===== src/ccgp_pkg.sv =====
// Shared types, codes and defaults for the case/control genotype percentage block.
// Used by the channel interfaces and every module; depends on nothing.
package ccgp_pkg;

  localparam int MAX_SAMPLES_DEF = 4096;
  localparam int QUEUE_DEPTH_DEF = 4;
  localparam int TAG_W           = 32;
  localparam int PCT_W           = 7;
  localparam int PAIRS           = 6;

  localparam logic [1:0] GRP_EXCLUDED = 2'd0;
  localparam logic [1:0] GRP_CASE     = 2'd1;

  localparam logic [2:0] GT_HOM_REF = 3'd0;
  localparam logic [2:0] GT_HOM_ALT = 3'd2;
  localparam logic [2:0] GT_MISSING = 3'd3;

  typedef enum logic [1:0] {
    ST_TALLY,
    ST_LOAD,
    ST_DIV,
    ST_OUT
  } state_t;

  // One classified genotype on its way from front to back.
  typedef struct packed {
    logic             counted;   // valid call in case or control
    logic             is_class;  // hom ref, het or hom alt
    logic [1:0]       cls;       // 0 hom ref, 1 het, 2 hom alt
    logic             grp_ctrl;  // 0 case, 1 control
    logic             last;
    logic [TAG_W-1:0] tag;
  } item_t;

  typedef struct packed {
    logic full;
    logic empty;
  } queue_stat_t;

endpackage


===== src/ccgp_if.sv =====
// Channel interfaces for genotype samples in and percentage results out.
// Depends on ccgp_pkg.
interface ccgp_in_if;
  import ccgp_pkg::*;
  logic       valid;
  logic       ready;
  logic [1:0] sample_group;
  logic [2:0] genotype_code;
  logic [TAG_W-1:0] site_tag;
  logic       last_of_site;

  modport source (output valid, sample_group, genotype_code, site_tag, last_of_site,
                  input ready);
  modport sink   (input valid, sample_group, genotype_code, site_tag, last_of_site,
                  output ready);
endinterface

interface ccgp_out_if;
  import ccgp_pkg::*;
  logic             valid;
  logic             ready;
  logic [TAG_W-1:0] result_site_tag;
  logic [PCT_W-1:0] case_hom_ref_pct;
  logic [PCT_W-1:0] control_hom_ref_pct;
  logic [PCT_W-1:0] case_het_pct;
  logic [PCT_W-1:0] control_het_pct;
  logic [PCT_W-1:0] case_hom_alt_pct;
  logic [PCT_W-1:0] control_hom_alt_pct;

  modport source (output valid, result_site_tag, case_hom_ref_pct, control_hom_ref_pct,
                  case_het_pct, control_het_pct, case_hom_alt_pct, control_hom_alt_pct,
                  input ready);
  modport sink   (input valid, result_site_tag, case_hom_ref_pct, control_hom_ref_pct,
                  case_het_pct, control_het_pct, case_hom_alt_pct, control_hom_alt_pct,
                  output ready);
endinterface


===== src/case_control_genotype_percent.sv =====
// Top level of the case/control genotype percentage block.
// Depends on ccgp_pkg, ccgp_if, ccgp_front, ccgp_fifo and ccgp_back.
//
//   channel   dir  handshake      payload
//   samples   in   valid/ready    sample_group, genotype_code, site_tag, last_of_site
//   results   out  valid/ready    result_site_tag, six floor percentages
//
// Flow: one sample transaction per cycle while a site is being tallied and the
// queue is not full. The last sample of a site holds the back end in the shared
// restoring divider (a load step plus seven quotient bits per percentage), then
// the result moves into the output register once that register is free.
// Reset: synchronous on rst; clears the queue, counters, sequencer and result valid.
// Stalls: the queue keeps taking samples while the back end divides or waits on
// results.ready; samples.ready drops only when the queue is full.
module case_control_genotype_percent
  import ccgp_pkg::*;
#(
  parameter int MAX_SAMPLES = MAX_SAMPLES_DEF,
  parameter int QUEUE_DEPTH = QUEUE_DEPTH_DEF
) (
  input  logic       clk,
  input  logic       rst,
  ccgp_in_if.sink    samples,
  ccgp_out_if.source results
);

  // classified item from front to queue, head of queue to back
  item_t       push_item;
  item_t       head;
  queue_stat_t qstat;
  logic        push;
  logic        pop;

  // Classify group and genotype; push while the queue has room.
  ccgp_front u_front (
    .samples (samples),
    .qstat   (qstat),
    .push    (push),
    .item    (push_item)
  );

  // Decouple intake from the divider so each side can stall alone.
  ccgp_fifo #(
    .QUEUE_DEPTH (QUEUE_DEPTH)
  ) u_fifo (
    .clk       (clk),
    .rst       (rst),
    .push      (push),
    .push_item (push_item),
    .pop       (pop),
    .head      (head),
    .qstat     (qstat)
  );

  // Tally, divide on the last sample of a site, then present the result.
  ccgp_back #(
    .MAX_SAMPLES (MAX_SAMPLES)
  ) u_back (
    .clk     (clk),
    .rst     (rst),
    .head    (head),
    .qstat   (qstat),
    .pop     (pop),
    .results (results)
  );

endmodule


===== src/ccgp_front.sv =====
// Front end: accepts sample transactions and classifies group and genotype.
// Depends on ccgp_pkg and ccgp_in_if.
module ccgp_front
  import ccgp_pkg::*;
(
  ccgp_in_if.sink    samples,
  input  queue_stat_t qstat,
  output logic        push,
  output item_t       item
);

  assign samples.ready = !qstat.full;
  assign push          = samples.valid && !qstat.full;

  // Group codes two and three count as control; genotype codes above three are other called.
  always_comb begin
    item.counted  = (samples.sample_group != GRP_EXCLUDED) &&
                    (samples.genotype_code != GT_MISSING);
    item.is_class = (samples.genotype_code <= GT_HOM_ALT);
    item.cls      = samples.genotype_code[1:0];
    item.grp_ctrl = (samples.sample_group != GRP_CASE);
    item.last     = samples.last_of_site;
    item.tag      = samples.site_tag;
  end

endmodule


===== src/ccgp_fifo.sv =====
// Short queue of classified items between front and back.
// Depends on ccgp_pkg.
module ccgp_fifo
  import ccgp_pkg::*;
#(
  parameter int QUEUE_DEPTH = QUEUE_DEPTH_DEF
) (
  input  logic        clk,
  input  logic        rst,
  input  logic        push,
  input  item_t       push_item,
  input  logic        pop,
  output item_t       head,
  output queue_stat_t qstat
);

  localparam int PTR_W = (QUEUE_DEPTH > 1) ? $clog2(QUEUE_DEPTH) : 1;
  localparam int CNT_W = $clog2(QUEUE_DEPTH + 1);

  item_t            slots [QUEUE_DEPTH];
  logic [PTR_W-1:0] wr_ptr;
  logic [PTR_W-1:0] rd_ptr;
  logic [CNT_W-1:0] fill;

  assign qstat.full  = (fill == CNT_W'(QUEUE_DEPTH));
  assign qstat.empty = (fill == '0);
  assign head        = slots[rd_ptr];

  function automatic logic [PTR_W-1:0] wrap_inc(input logic [PTR_W-1:0] p);
    return (p == PTR_W'(QUEUE_DEPTH - 1)) ? '0 : p + 1'b1;
  endfunction

  always_ff @(posedge clk) begin
    if (push) begin
      slots[wr_ptr] <= push_item;
    end
  end

  always_ff @(posedge clk) begin
    if (rst) begin
      wr_ptr <= '0;
      rd_ptr <= '0;
      fill   <= '0;
    end else begin
      if (push) begin
        wr_ptr <= wrap_inc(wr_ptr);
      end
      if (pop) begin
        rd_ptr <= wrap_inc(rd_ptr);
      end
      if (push && !pop) begin
        fill <= fill + 1'b1;
      end else if (pop && !push) begin
        fill <= fill - 1'b1;
      end
    end
  end

`ifndef SYNTHESIS
  a_no_overflow: assert property (@(posedge clk) disable iff (rst)
    qstat.full && !pop |-> !push) else $error("push into full queue");
  a_no_underflow: assert property (@(posedge clk) disable iff (rst)
    qstat.empty |-> !pop) else $error("pop from empty queue");
  a_fill_tracks: assert property (@(posedge clk) disable iff (rst)
    push && !pop |=> fill == $past(fill) + 1'b1) else $error("fill count lost a push");
`endif

endmodule


===== src/ccgp_back.sv =====
// Back end: tallies classified items, then divides out six percentages per site.
// Depends on ccgp_pkg and ccgp_out_if.
module ccgp_back
  import ccgp_pkg::*;
#(
  parameter int MAX_SAMPLES = MAX_SAMPLES_DEF
) (
  input  logic        clk,
  input  logic        rst,
  input  item_t       head,
  input  queue_stat_t qstat,
  output logic        pop,
  ccgp_out_if.source  results
);

  localparam int CNT_W = $clog2(MAX_SAMPLES + 1);
  localparam int DW    = CNT_W + PCT_W;
  localparam logic [CNT_W-1:0] CNT_MAX = CNT_W'(MAX_SAMPLES);

  state_t state, state_next;

  logic [CNT_W-1:0] cls_cnt [PAIRS];
  logic [CNT_W-1:0] tot     [2];
  logic [PCT_W-1:0] pct     [PAIRS];
  logic [TAG_W-1:0] tag;
  logic [2:0]       pair;

  logic [DW-1:0]    rem;
  logic [CNT_W-1:0] dvs;
  logic [PCT_W-1:0] quo;
  logic [2:0]       step;
  logic             zero;

  logic             out_valid;
  logic [TAG_W-1:0] res_tag;
  logic [PCT_W-1:0] res_pct [PAIRS];

  logic             load_out;
  logic             clear;
  logic             div_last;

  logic [CNT_W-1:0] cnt_sel;
  logic [CNT_W-1:0] tot_sel;
  logic [DW-1:0]    shifted;
  logic             fits;
  logic [PCT_W-1:0] quo_next;

  function automatic logic [CNT_W-1:0] sat_inc(input logic [CNT_W-1:0] v);
    return (v >= CNT_MAX) ? CNT_MAX : v + 1'b1;
  endfunction

  assign cnt_sel  = cls_cnt[pair];
  assign tot_sel  = tot[pair[0]];
  assign shifted  = DW'(dvs) << step;
  assign fits     = (rem >= shifted);
  assign div_last = (step == '0);

  always_comb begin
    quo_next = quo;
    if (fits) begin
      quo_next[step] = 1'b1;
    end
  end

  // next state
  always_comb begin
    state_next = state;
    case (state)
      ST_TALLY: if (!qstat.empty && head.last) state_next = ST_LOAD;
      ST_LOAD:  state_next = ST_DIV;
      ST_DIV: begin
        if (div_last) begin
          state_next = (pair == 3'(PAIRS - 1)) ? ST_OUT : ST_LOAD;
        end
      end
      ST_OUT:   if (load_out) state_next = ST_TALLY;
      default:  state_next = ST_TALLY;
    endcase
  end

  // outputs
  always_comb begin
    pop      = 1'b0;
    load_out = 1'b0;
    clear    = 1'b0;
    case (state)
      ST_TALLY: pop = !qstat.empty;
      ST_OUT: begin
        load_out = !out_valid || results.ready;
        clear    = load_out;
      end
      default: begin
        pop = 1'b0;
      end
    endcase
  end

  always_ff @(posedge clk) begin
    if (rst) begin
      state <= ST_TALLY;
    end else begin
      state <= state_next;
    end
  end

  // counters: each entry updates from its own value only
  always_ff @(posedge clk) begin
    if (rst || clear) begin
      for (int i = 0; i < PAIRS; i++) cls_cnt[i] <= '0;
      for (int g = 0; g < 2; g++) tot[g] <= '0;
    end else if (pop && head.counted) begin
      for (int i = 0; i < PAIRS; i++) begin
        if (head.is_class && (3'(i) == {head.cls, head.grp_ctrl})) begin
          cls_cnt[i] <= sat_inc(cls_cnt[i]);
        end
      end
      for (int g = 0; g < 2; g++) begin
        if (1'(g) == head.grp_ctrl) begin
          tot[g] <= sat_inc(tot[g]);
        end
      end
    end
  end

  // divider datapath: one quotient bit per cycle, quotient always below 128
  always_ff @(posedge clk) begin
    if (pop && head.last) begin
      tag <= head.tag;
    end
    case (state)
      ST_LOAD: begin
        rem  <= (DW'(cnt_sel) << 6) + (DW'(cnt_sel) << 5) + (DW'(cnt_sel) << 2);
        dvs  <= tot_sel;
        zero <= (tot_sel == '0);
        quo  <= '0;
        step <= 3'(PCT_W - 1);
      end
      ST_DIV: begin
        if (fits) begin
          rem <= rem - shifted;
        end
        quo <= quo_next;
        if (!div_last) begin
          step <= step - 1'b1;
        end else begin
          pct[pair] <= zero ? '0 : quo_next;
        end
      end
      default: begin
        quo <= quo;
      end
    endcase
  end

  always_ff @(posedge clk) begin
    if (rst) begin
      pair <= '0;
    end else if (state == ST_TALLY) begin
      pair <= '0;
    end else if (state == ST_DIV && div_last) begin
      pair <= pair + 1'b1;
    end
  end

  always_ff @(posedge clk) begin
    if (rst) begin
      out_valid <= 1'b0;
    end else if (load_out) begin
      out_valid <= 1'b1;
    end else if (results.ready) begin
      out_valid <= 1'b0;
    end
  end

  always_ff @(posedge clk) begin
    if (load_out) begin
      res_tag <= tag;
      for (int i = 0; i < PAIRS; i++) res_pct[i] <= pct[i];
    end
  end

  assign results.valid               = out_valid;
  assign results.result_site_tag     = res_tag;
  assign results.case_hom_ref_pct    = res_pct[0];
  assign results.control_hom_ref_pct = res_pct[1];
  assign results.case_het_pct        = res_pct[2];
  assign results.control_het_pct     = res_pct[3];
  assign results.case_hom_alt_pct    = res_pct[4];
  assign results.control_hom_alt_pct = res_pct[5];

`ifndef SYNTHESIS
  a_total_covers_class: assert property (@(posedge clk) disable iff (rst)
    tot[0] >= cls_cnt[0] && tot[0] >= cls_cnt[2] && tot[0] >= cls_cnt[4] &&
    tot[1] >= cls_cnt[1] && tot[1] >= cls_cnt[3] && tot[1] >= cls_cnt[5])
    else $error("class count above its group total");
  a_saturated: assert property (@(posedge clk) disable iff (rst)
    tot[0] <= CNT_MAX && tot[1] <= CNT_MAX) else $error("group total past saturation");
  a_pct_range: assert property (@(posedge clk) disable iff (rst)
    state == ST_DIV && div_last && !zero |-> quo_next <= PCT_W'(100))
    else $error("percentage above one hundred");
  a_cleared: assert property (@(posedge clk) disable iff (rst)
    clear |=> tot[0] == '0 && tot[1] == '0) else $error("counters not cleared after result");
  a_no_pop_while_busy: assert property (@(posedge clk) disable iff (rst)
    state != ST_TALLY |-> !pop) else $error("item taken during division");
`endif

endmodule

===== src/flat_wrapper.sv =====
// flat-port wrapper written by rule: the top's interface ports become plain ports
module case_control_genotype_percent_flat import ccgp_pkg::*;
#(
  parameter int MAX_SAMPLES = MAX_SAMPLES_DEF,
  parameter int QUEUE_DEPTH = QUEUE_DEPTH_DEF
)
  (clk, rst, samples_valid, samples_sample_group, samples_genotype_code, samples_site_tag, samples_last_of_site, samples_ready, results_valid, results_result_site_tag, results_case_hom_ref_pct, results_control_hom_ref_pct, results_case_het_pct, results_control_het_pct, results_case_hom_alt_pct, results_control_hom_alt_pct, results_ready);
  ccgp_in_if samples_i ();
  ccgp_out_if results_i ();
  input  logic clk;
  input  logic rst;
  input wire logic [$bits(samples_i.valid)-1:0] samples_valid;
  input wire logic [$bits(samples_i.sample_group)-1:0] samples_sample_group;
  input wire logic [$bits(samples_i.genotype_code)-1:0] samples_genotype_code;
  input wire logic [$bits(samples_i.site_tag)-1:0] samples_site_tag;
  input wire logic [$bits(samples_i.last_of_site)-1:0] samples_last_of_site;
  output wire logic [$bits(samples_i.ready)-1:0] samples_ready;
  output wire logic [$bits(results_i.valid)-1:0] results_valid;
  output wire logic [$bits(results_i.result_site_tag)-1:0] results_result_site_tag;
  output wire logic [$bits(results_i.case_hom_ref_pct)-1:0] results_case_hom_ref_pct;
  output wire logic [$bits(results_i.control_hom_ref_pct)-1:0] results_control_hom_ref_pct;
  output wire logic [$bits(results_i.case_het_pct)-1:0] results_case_het_pct;
  output wire logic [$bits(results_i.control_het_pct)-1:0] results_control_het_pct;
  output wire logic [$bits(results_i.case_hom_alt_pct)-1:0] results_case_hom_alt_pct;
  output wire logic [$bits(results_i.control_hom_alt_pct)-1:0] results_control_hom_alt_pct;
  input wire logic [$bits(results_i.ready)-1:0] results_ready;
  assign samples_i.valid = samples_valid;
  assign samples_i.sample_group = samples_sample_group;
  assign samples_i.genotype_code = samples_genotype_code;
  assign samples_i.site_tag = samples_site_tag;
  assign samples_i.last_of_site = samples_last_of_site;
  assign samples_ready = samples_i.ready;
  assign results_valid = results_i.valid;
  assign results_result_site_tag = results_i.result_site_tag;
  assign results_case_hom_ref_pct = results_i.case_hom_ref_pct;
  assign results_control_hom_ref_pct = results_i.control_hom_ref_pct;
  assign results_case_het_pct = results_i.case_het_pct;
  assign results_control_het_pct = results_i.control_het_pct;
  assign results_case_hom_alt_pct = results_i.case_hom_alt_pct;
  assign results_control_hom_alt_pct = results_i.control_hom_alt_pct;
  assign results_i.ready = results_ready;
  case_control_genotype_percent #(.MAX_SAMPLES(MAX_SAMPLES), .QUEUE_DEPTH(QUEUE_DEPTH)) u_core (.clk(clk), .rst(rst), .samples(samples_i), .results(results_i));
endmodule

===== config.mk =====
export PLATFORM = sky130hd
export DESIGN_NAME = case_control_genotype_percent_flat
export DESIGN_NICKNAME = d
export VERILOG_FILES = /design/src/ccgp_pkg.sv /design/src/ccgp_if.sv /design/src/case_control_genotype_percent.sv /design/src/ccgp_front.sv /design/src/ccgp_fifo.sv /design/src/ccgp_back.sv /design/src/flat_wrapper.sv
export SDC_FILE = /design/constraint.sdc
export NUM_CORES = 1
export LEC_CHECK = 0
export ABC_CLOCK_PERIOD_IN_PS = 8200
export BUFFER_PORTS_ARGS = -buffer_cell sky130_fd_sc_hd__buf_2
export CELL_PAD_IN_SITES_DETAIL_PLACEMENT = 0
export CELL_PAD_IN_SITES_GLOBAL_PLACEMENT = 1
export CORE_MARGIN = 5
export CORE_UTILIZATION = 55
export DETAILED_ROUTE_END_ITERATION = 7
export HOLD_SLACK_MARGIN = 0.06
export PLACE_DENSITY = 0.95
export SYNTH_ARGS = -nofsm -noshare
export SYNTH_HDL_FRONTEND = slang
export SYNTH_SLANG_ARGS = --single-unit

===== constraint.sdc =====
create_clock -name clk -period 8.2 [get_ports clk]
set_input_delay 0 -clock clk [delete_from_list [all_inputs] [get_ports clk]]
set_output_delay 0 -clock clk [all_outputs]
set_load 0.1 [all_outputs]

Word-level counts from Yosys, hierarchy flattened
Memory sizes are Yosys's and may differ from the RTL's. A register that Yosys moved wholly into a read port is not among the register bits.
Cells that the tools add are included.
{"block": "word_totals", "n_memories": 5, "register_bits": 121, "out_inout_bits": 76, "ram_bits": 340, "in_bits": 42}
{"block": "classes", "n_mux": 85, "order_cmp": 12, "n_addsub": 17, "n_bitwise": 9, "reduce_logical": 35, "shift": 1, "eq_ne": 19}
{"name": "u_core.u_fifo.slots", "words": 4, "word_bits": 38, "rd": 1, "rd_ports_with_merged_regs": 1, "write_ports": 1, "line_no": "ccgp_fifo.sv:20", "rtl": "item_t slots [QUEUE_DEPTH];"}
{"name": "u_core.u_back.cls_cnt", "words": 6, "word_bits": 13, "rd": 7, "rd_ports_with_merged_regs": 1, "write_ports": 6, "line_no": "ccgp_back.sv:22", "rtl": "logic [CNT_W-1:0] cls_cnt [PAIRS];"}
{"name": "u_core.u_back.pct", "words": 6, "word_bits": 7, "rd": 6, "rd_ports_with_merged_regs": 0, "write_ports": 1, "line_no": "ccgp_back.sv:24", "rtl": "logic [PCT_W-1:0] pct [PAIRS];"}
{"name": "u_core.u_back.res_pct", "words": 6, "word_bits": 7, "rd": 6, "rd_ports_with_merged_regs": 0, "write_ports": 6, "line_no": "ccgp_back.sv:36", "rtl": "logic [PCT_W-1:0] res_pct [PAIRS];"}
{"name": "u_core.u_back.tot", "words": 2, "word_bits": 13, "rd": 3, "rd_ports_with_merged_regs": 1, "write_ports": 2, "line_no": "ccgp_back.sv:23", "rtl": "logic [CNT_W-1:0] tot [2];"}
{"cell": "13-bit 2-to-1 mux", "n": 16}
{"cell": "13-bit by 1-bit adder with 13-bit output (second input constant)", "n": 8}
{"cell": "13-bit greater-or-equal comparator (second input constant)", "n": 8}
{"cell": "1-bit 2-to-1 mux", "n": 48}
{"cell": "20-bit case mux with 2 select lines", "n": 1}
{"cell": "19-bit by 18-bit adder with 20-bit output", "n": 1}
{"cell": "20-bit by 15-bit adder with 20-bit output", "n": 1}
{"cell": "20-bit greater-or-equal comparator", "n": 1}
{"cell": "20-bit 2-to-1 mux", "n": 1}
{"cell": "13-bit by 3-bit << shifter with 20-bit output", "n": 1}
{"cell": "20-bit subtractor", "n": 1}
{"cell": "2-bit 2-to-1 mux", "n": 8}
{"cell": "1-bit logical AND", "n": 15}
{"cell": "3-bit 2-to-1 mux", "n": 5}
{"cell": "7-bit 2-to-1 mux", "n": 2}
{"cell": "7-bit case mux with 2 select lines", "n": 1}
{"cell": "13-bit logical NOT", "n": 1}
{"cell": "2-bit inequality test (second input constant)", "n": 5}
{"cell": "3-bit logical NOT", "n": 3}
{"cell": "2-bit equality test (second input constant)", "n": 4}
{"cell": "1-bit OR", "n": 8}
{"cell": "2-bit case mux with 4 select lines", "n": 1}
{"cell": "2-bit nonzero test", "n": 4}
{"cell": "7-bit OR", "n": 1}
{"cell": "21 further kinds", "n": 33}

Depth between registers and ports, before layout
{"block": "depth", "depth_word": 8, "mapped_depth": 16}

Cells and area by module
Synthesis repeated with hierarchy kept, for this count alone.
{"block": "unflattened", "hier_cells": 1513, "area_unflattened_um2": 21560.7}
{"mod": "ccgp_back", "cells_each": 1230, "instances": 1, "area_each_um2": 15325.9}
{"mod": "ccgp_fifo", "cells_each": 242, "instances": 1, "area_each_um2": 5938.2}
{"mod": "ccgp_front", "cells_each": 41, "instances": 1, "area_each_um2": 296.5}

Least setup slack after synthesis
Ideal clock, no wire load.
{"block": "synth_path", "path_kind": "register to register", "startpoint": "register u_core.u_back.out_valid (netlist: u_core.u_back.results.valid)", "endpoint": "memory u_core.u_back.cls_cnt[4][0] (netlist name) (enable)", "stages_incl_launch_ff": 6, "period_less_slack_ns": 5.717, "arrival_time_ns": 5.316, "slack_ns": 2.483, "setup_ns": 0.401, "t_required_ns": 7.799, "n_path_buf": 1, "cell_sequence": "dfxtp_1 nor2b_1 nor2b_1 nor2_1 clkbuf_1 o21ai_0"}
{"element": "start, declared", "line_no": "ccgp_back.sv:34", "rtl": "logic out_valid;"}
{"element": "start signal, assigned", "line_no": "ccgp_back.sv:167", "rtl": "out_valid <= 1'b0;"}
{"element": "start signal, assigned", "line_no": "ccgp_back.sv:169", "rtl": "out_valid <= 1'b1;"}
{"element": "start signal, assigned", "line_no": "ccgp_back.sv:171", "rtl": "out_valid <= 1'b0;"}
{"element": "end, declared", "line_no": "ccgp_back.sv:22"}

==> flow_metrics.py <==
metrics = {
    "sta": {
        "timing.clock.skew_ns": 0.0175,
        "timing.final.crit_share_pct": 54.9,
        "setup_viol": 0,
        "worstMarginPinSlew_ns": 1.27,
        "max_slew_margin_pct": 14.5,
        "setup-tns-final_ns": 0,
        "finalMaxSlewViolations": 0,
        "rsz0062_at_grt": "no",
        "final_hold_viol_count": 0,
        "fmax_mhz": 222,
        "period_needed_ns": 4.50,
    },
    "finish": {
        "synthToLayoutAreaGrowth_pct": 14.1,
        "fin_area_mm2": 0.0241,
        "final_non_filler_cell_total": 2177,
        "n_antenna_cell": 0,
        "most-common-layout-cells": "edfxtp_1 (448), nor2_1 (170), buf_2 (117), nand2_1 (78)",
        "drive_gt1_share_pct": 17.6,
        "nets": 1754,
        "layout.cells.most_common": "edfxtp_1",
    },
    "floorplan": {
        "fp.dieArea_mm2": 0.0424,
        "floorplan.core_area_mm2": 0.0378,
        "start_util_pct": 55.9,
        "row_count": 71,
        "fp.dieW_um": 206,
        "io_pins": 118,
        "die_height_um": 206,
    },
    "clock_network": {
        "cts_max_level": 2,
        "cts_root_buffer": "clkbuf_16",
        "tritoncts": "yes",
        "post_cts.repair.setup_buffers": 0,
        "cts_inserted_buffers": 47,
        "cts-root-to-sink-buffers": 3,
        "clock_sink_count": 466,
        "clkSlewWorstSetupHoldPaths_ns": 0.07,
        "worstSkewPairLatency_ns": 0.57,
    },
    "global_route": {
        "grt_pass1_vias": 13000,
        "grt_usage_pct": 22.7,
        "grt_antenna_before_repair": 1,
        "grt_start_max_net_pins": 45,
        "globalRouteOverflowTotal": 0,
        "wire_length_of_the_first_global_routing_pass_um": 74300,
    },
    "logic_synthesis": {
        "synth-seq-area-share_pct": 65.5,
        "mappedNetlistNets": 1582,
        "synth_edf_count": 448,
        "synth_cell_type_count": 70,
        "syn_area_mm2": 0.0211,
        "synth_top_area_share_pct": 63.8,
        "synth_top_cells_by_area": "edfxtp_1 (64%), mux4_2 (5.6%), ha_1 (4.0%)",
        "synth-async-reset-ratio_pct": 0,
        "syn_area_per_cell_um2": 14.4,
        "synthesis.instances": 1461,
        "synth-warning-count": 0,
        "synth_area_leader_cell": "edfxtp_1",
        "synth_top_flop_cell": "edfxtp_1",
        "total_of_flip_flops_plus_latches_after_synthesis": 466,
    },
    "power_and_ir_drop": {
        "p_per_area_mw_per_mm2": 315,
        "fin_total_pwr_uw": 7590,
        "power.static_leakage_uw": 0.00863,
        "power.ir.vdd_worst_uv": 288,
    },
    "placement": {
        "numPortBuffers": 117,
        "dp_hpwl_um": 30200,
        "placement.cell_area_mm2": 0.0222,
        "placedCellCount": 2053,
        "routabilityCongestion": 0.907,
    },
    "routing": {
        "dr_wl_cell_um": 21.9,
        "detail_route.wirelength_um": 47600,
        "drc_errors": 0,
        "routed_via_density": 5.88,
        "detailedRoute.firstIterationViolations": 1113,
        "route.antenna.remaining_nets": 0,
        "detail_route.first_pass.iterations": 5,
        "vias": 12800,
    },
    "min_path": {
        "min_from": "samples_site_tag[2]",
        "hold_class": "input pin to register",
    },
    "worst_setup_path": {
        "cp.required_ns": 8.48,
        "setup.worst_path.start_class": "register",
        "regToRegSetupSlack_ns": 3.70,
        "crit_path_category": "register to register",
        "worstSetupEndpointType": "register",
        "reg2reg_to": "u_core.u_back.rem[18]$_DFFE_PP_",
        "critical_path_peak_fanout": 44,
        "setup.worst_path.end": "u_core.u_back.rem[18]$_DFFE_PP_",
        "worstRegToRegCells": 13,
        "critPathArrivalTime_ns": 4.78,
    },
    "status": {
        "run_status": "finished, final reports clean",
    },
    "job": {
        "cap_violations": 0,
    },
}
[synth_stat cells (all sizes together) (10+ instances only)]
library cell and count:
edfxtp 448, fa 12, nand3 55, clkbuf 26
a21o 10, nor3 16, nand2b 12, mux2i 31
mux4 55, a31oi 14, mux2 17, ha 67
dfxtp 18, or3 12, nand2 79, xnor2 39
nor2 173, buf 24, and3 43, a21oi 58
inv 59, xor2 67, o21ai 44
[worst min path at each step]
| stage | to | slack [ns] | cells past startpoint |
|---|---|---|---|
| after global placement | u_core.u_fifo.slots[1][4]$_DFFE_PP_ | 0.21 | 1 |
| final | u_core.u_fifo.slots[0][2]$_DFFE_PP_ | 0.19 | 2 |
| after global routing | u_core.u_fifo.slots[1][2]$_DFFE_PP_ | 0.19 | 2 |
| after detailed placement | u_core.u_fifo.slots[3][14]$_DFFE_PP_ | 0.22 | 1 |
| after floorplan | u_core.u_back.state[0]$_SDFFE_PP0P_ | 0.07 | 1 |
| after CTS | u_core.u_fifo.slots[2][4]$_DFFE_PP_ | 0.17 | 2 |
[cells by family after synthesis]
logic type | share of synthesized area, %
flops | 65.5
simple gates | 9.48
compound gates | 5.02
buf+inv | 2.22
xor+xnor | 4.40
mux | 8.30
fa+ha+maj | 5.11
[registers in the layout, indices dropped and copies added, names as in the netlist, named ones only]
register / cells
u_core.u_back.dvs: 13
u_core.u_back.step: 3
u_core.u_back.quo: 7
u_core.u_back.tot: 26
u_core.u_back.results.valid: 1
u_core.u_back.pct: 42
u_core.u_fifo.slots: 152
u_core.u_back.res_pct: 42
u_core.u_back.rem: 20
u_core.u_back.cls_cnt: 78
u_core.u_fifo.rd_ptr: 2
u_core.u_back.tag: 32
u_core.u_back.zero: 1
u_core.u_back.pair: 3
u_core.u_back.state: 2
u_core.u_back.results.result_site_tag: 32
u_core.u_fifo.wr_ptr: 2
u_core.u_fifo.fill: 3
[area by class of cell]
| type | instances | area, um2 |
|---|---|---|
| clock inverters | 23 | 221 |
| repair buffers | 173 | 1110 |
| well taps | 511 | 639 |
| clock buffers | 59 | 1220 |
| multi-input cells | 885 | 6840 |
| inverters | 60 | 226 |
| fillers | 2618 | 13700 |
| flip-flops and latches | 466 | 13800 |
[through the flow]
step                worst slack, ns  hold slack, ns  utilization, %
CTS                            3.68           0.167            63.8
global route                   3.37           0.192            63.8
global placement               3.79           0.209            58.8
finish                         3.70           0.191            63.8
detailed placement             3.68           0.218            58.8
floorplan                      2.48          0.0721               -
[critical path, stage by stage, from the launching register on]
cell and delay [ns]:
dfxtp_2 0.31, buf_4 0.52, mux4_2 0.57, o21ai_0 0.36
inv_1 0.11, fa_1 0.51, fa_1 0.47, a21o_1 0.21
a31o_2 0.25, a221oi_2 0.35, o31ai_1 0.12, a21oi_1 0.18
xor2_1 0.16, mux2i_1 0.09
[repair_timing]
| item | 4_1_cts | 5_1_grt |
|---|---|---|
| hold buffers | 42 | 0 |
| gates resized for setup | 0 | 0 |
| hold endpoints to repair | 170 | 0 |
[where the power goes]
| group | internal, uW | switching [uW] | leakage [uW] |
|---|---|---|---|
| clock | 1150 | 889 | 0.000690 |
| sequential | 3110 | 241 | 0.00438 |
| combinational | 768 | 1430 | 0.00356 |
[layer usage]
layer  wire length [um]  vias up  track usage, %  share of wire, %
li1                   -     5809               -                 -
met1              18100     6264            28.8                38
met2              24400      607            40.3                51
met3               3410      108            4.05               7.2
met4               1610        2            7.08               3.4
met5                 20        -               0             0.042
(Power assumes the default switching activity.)
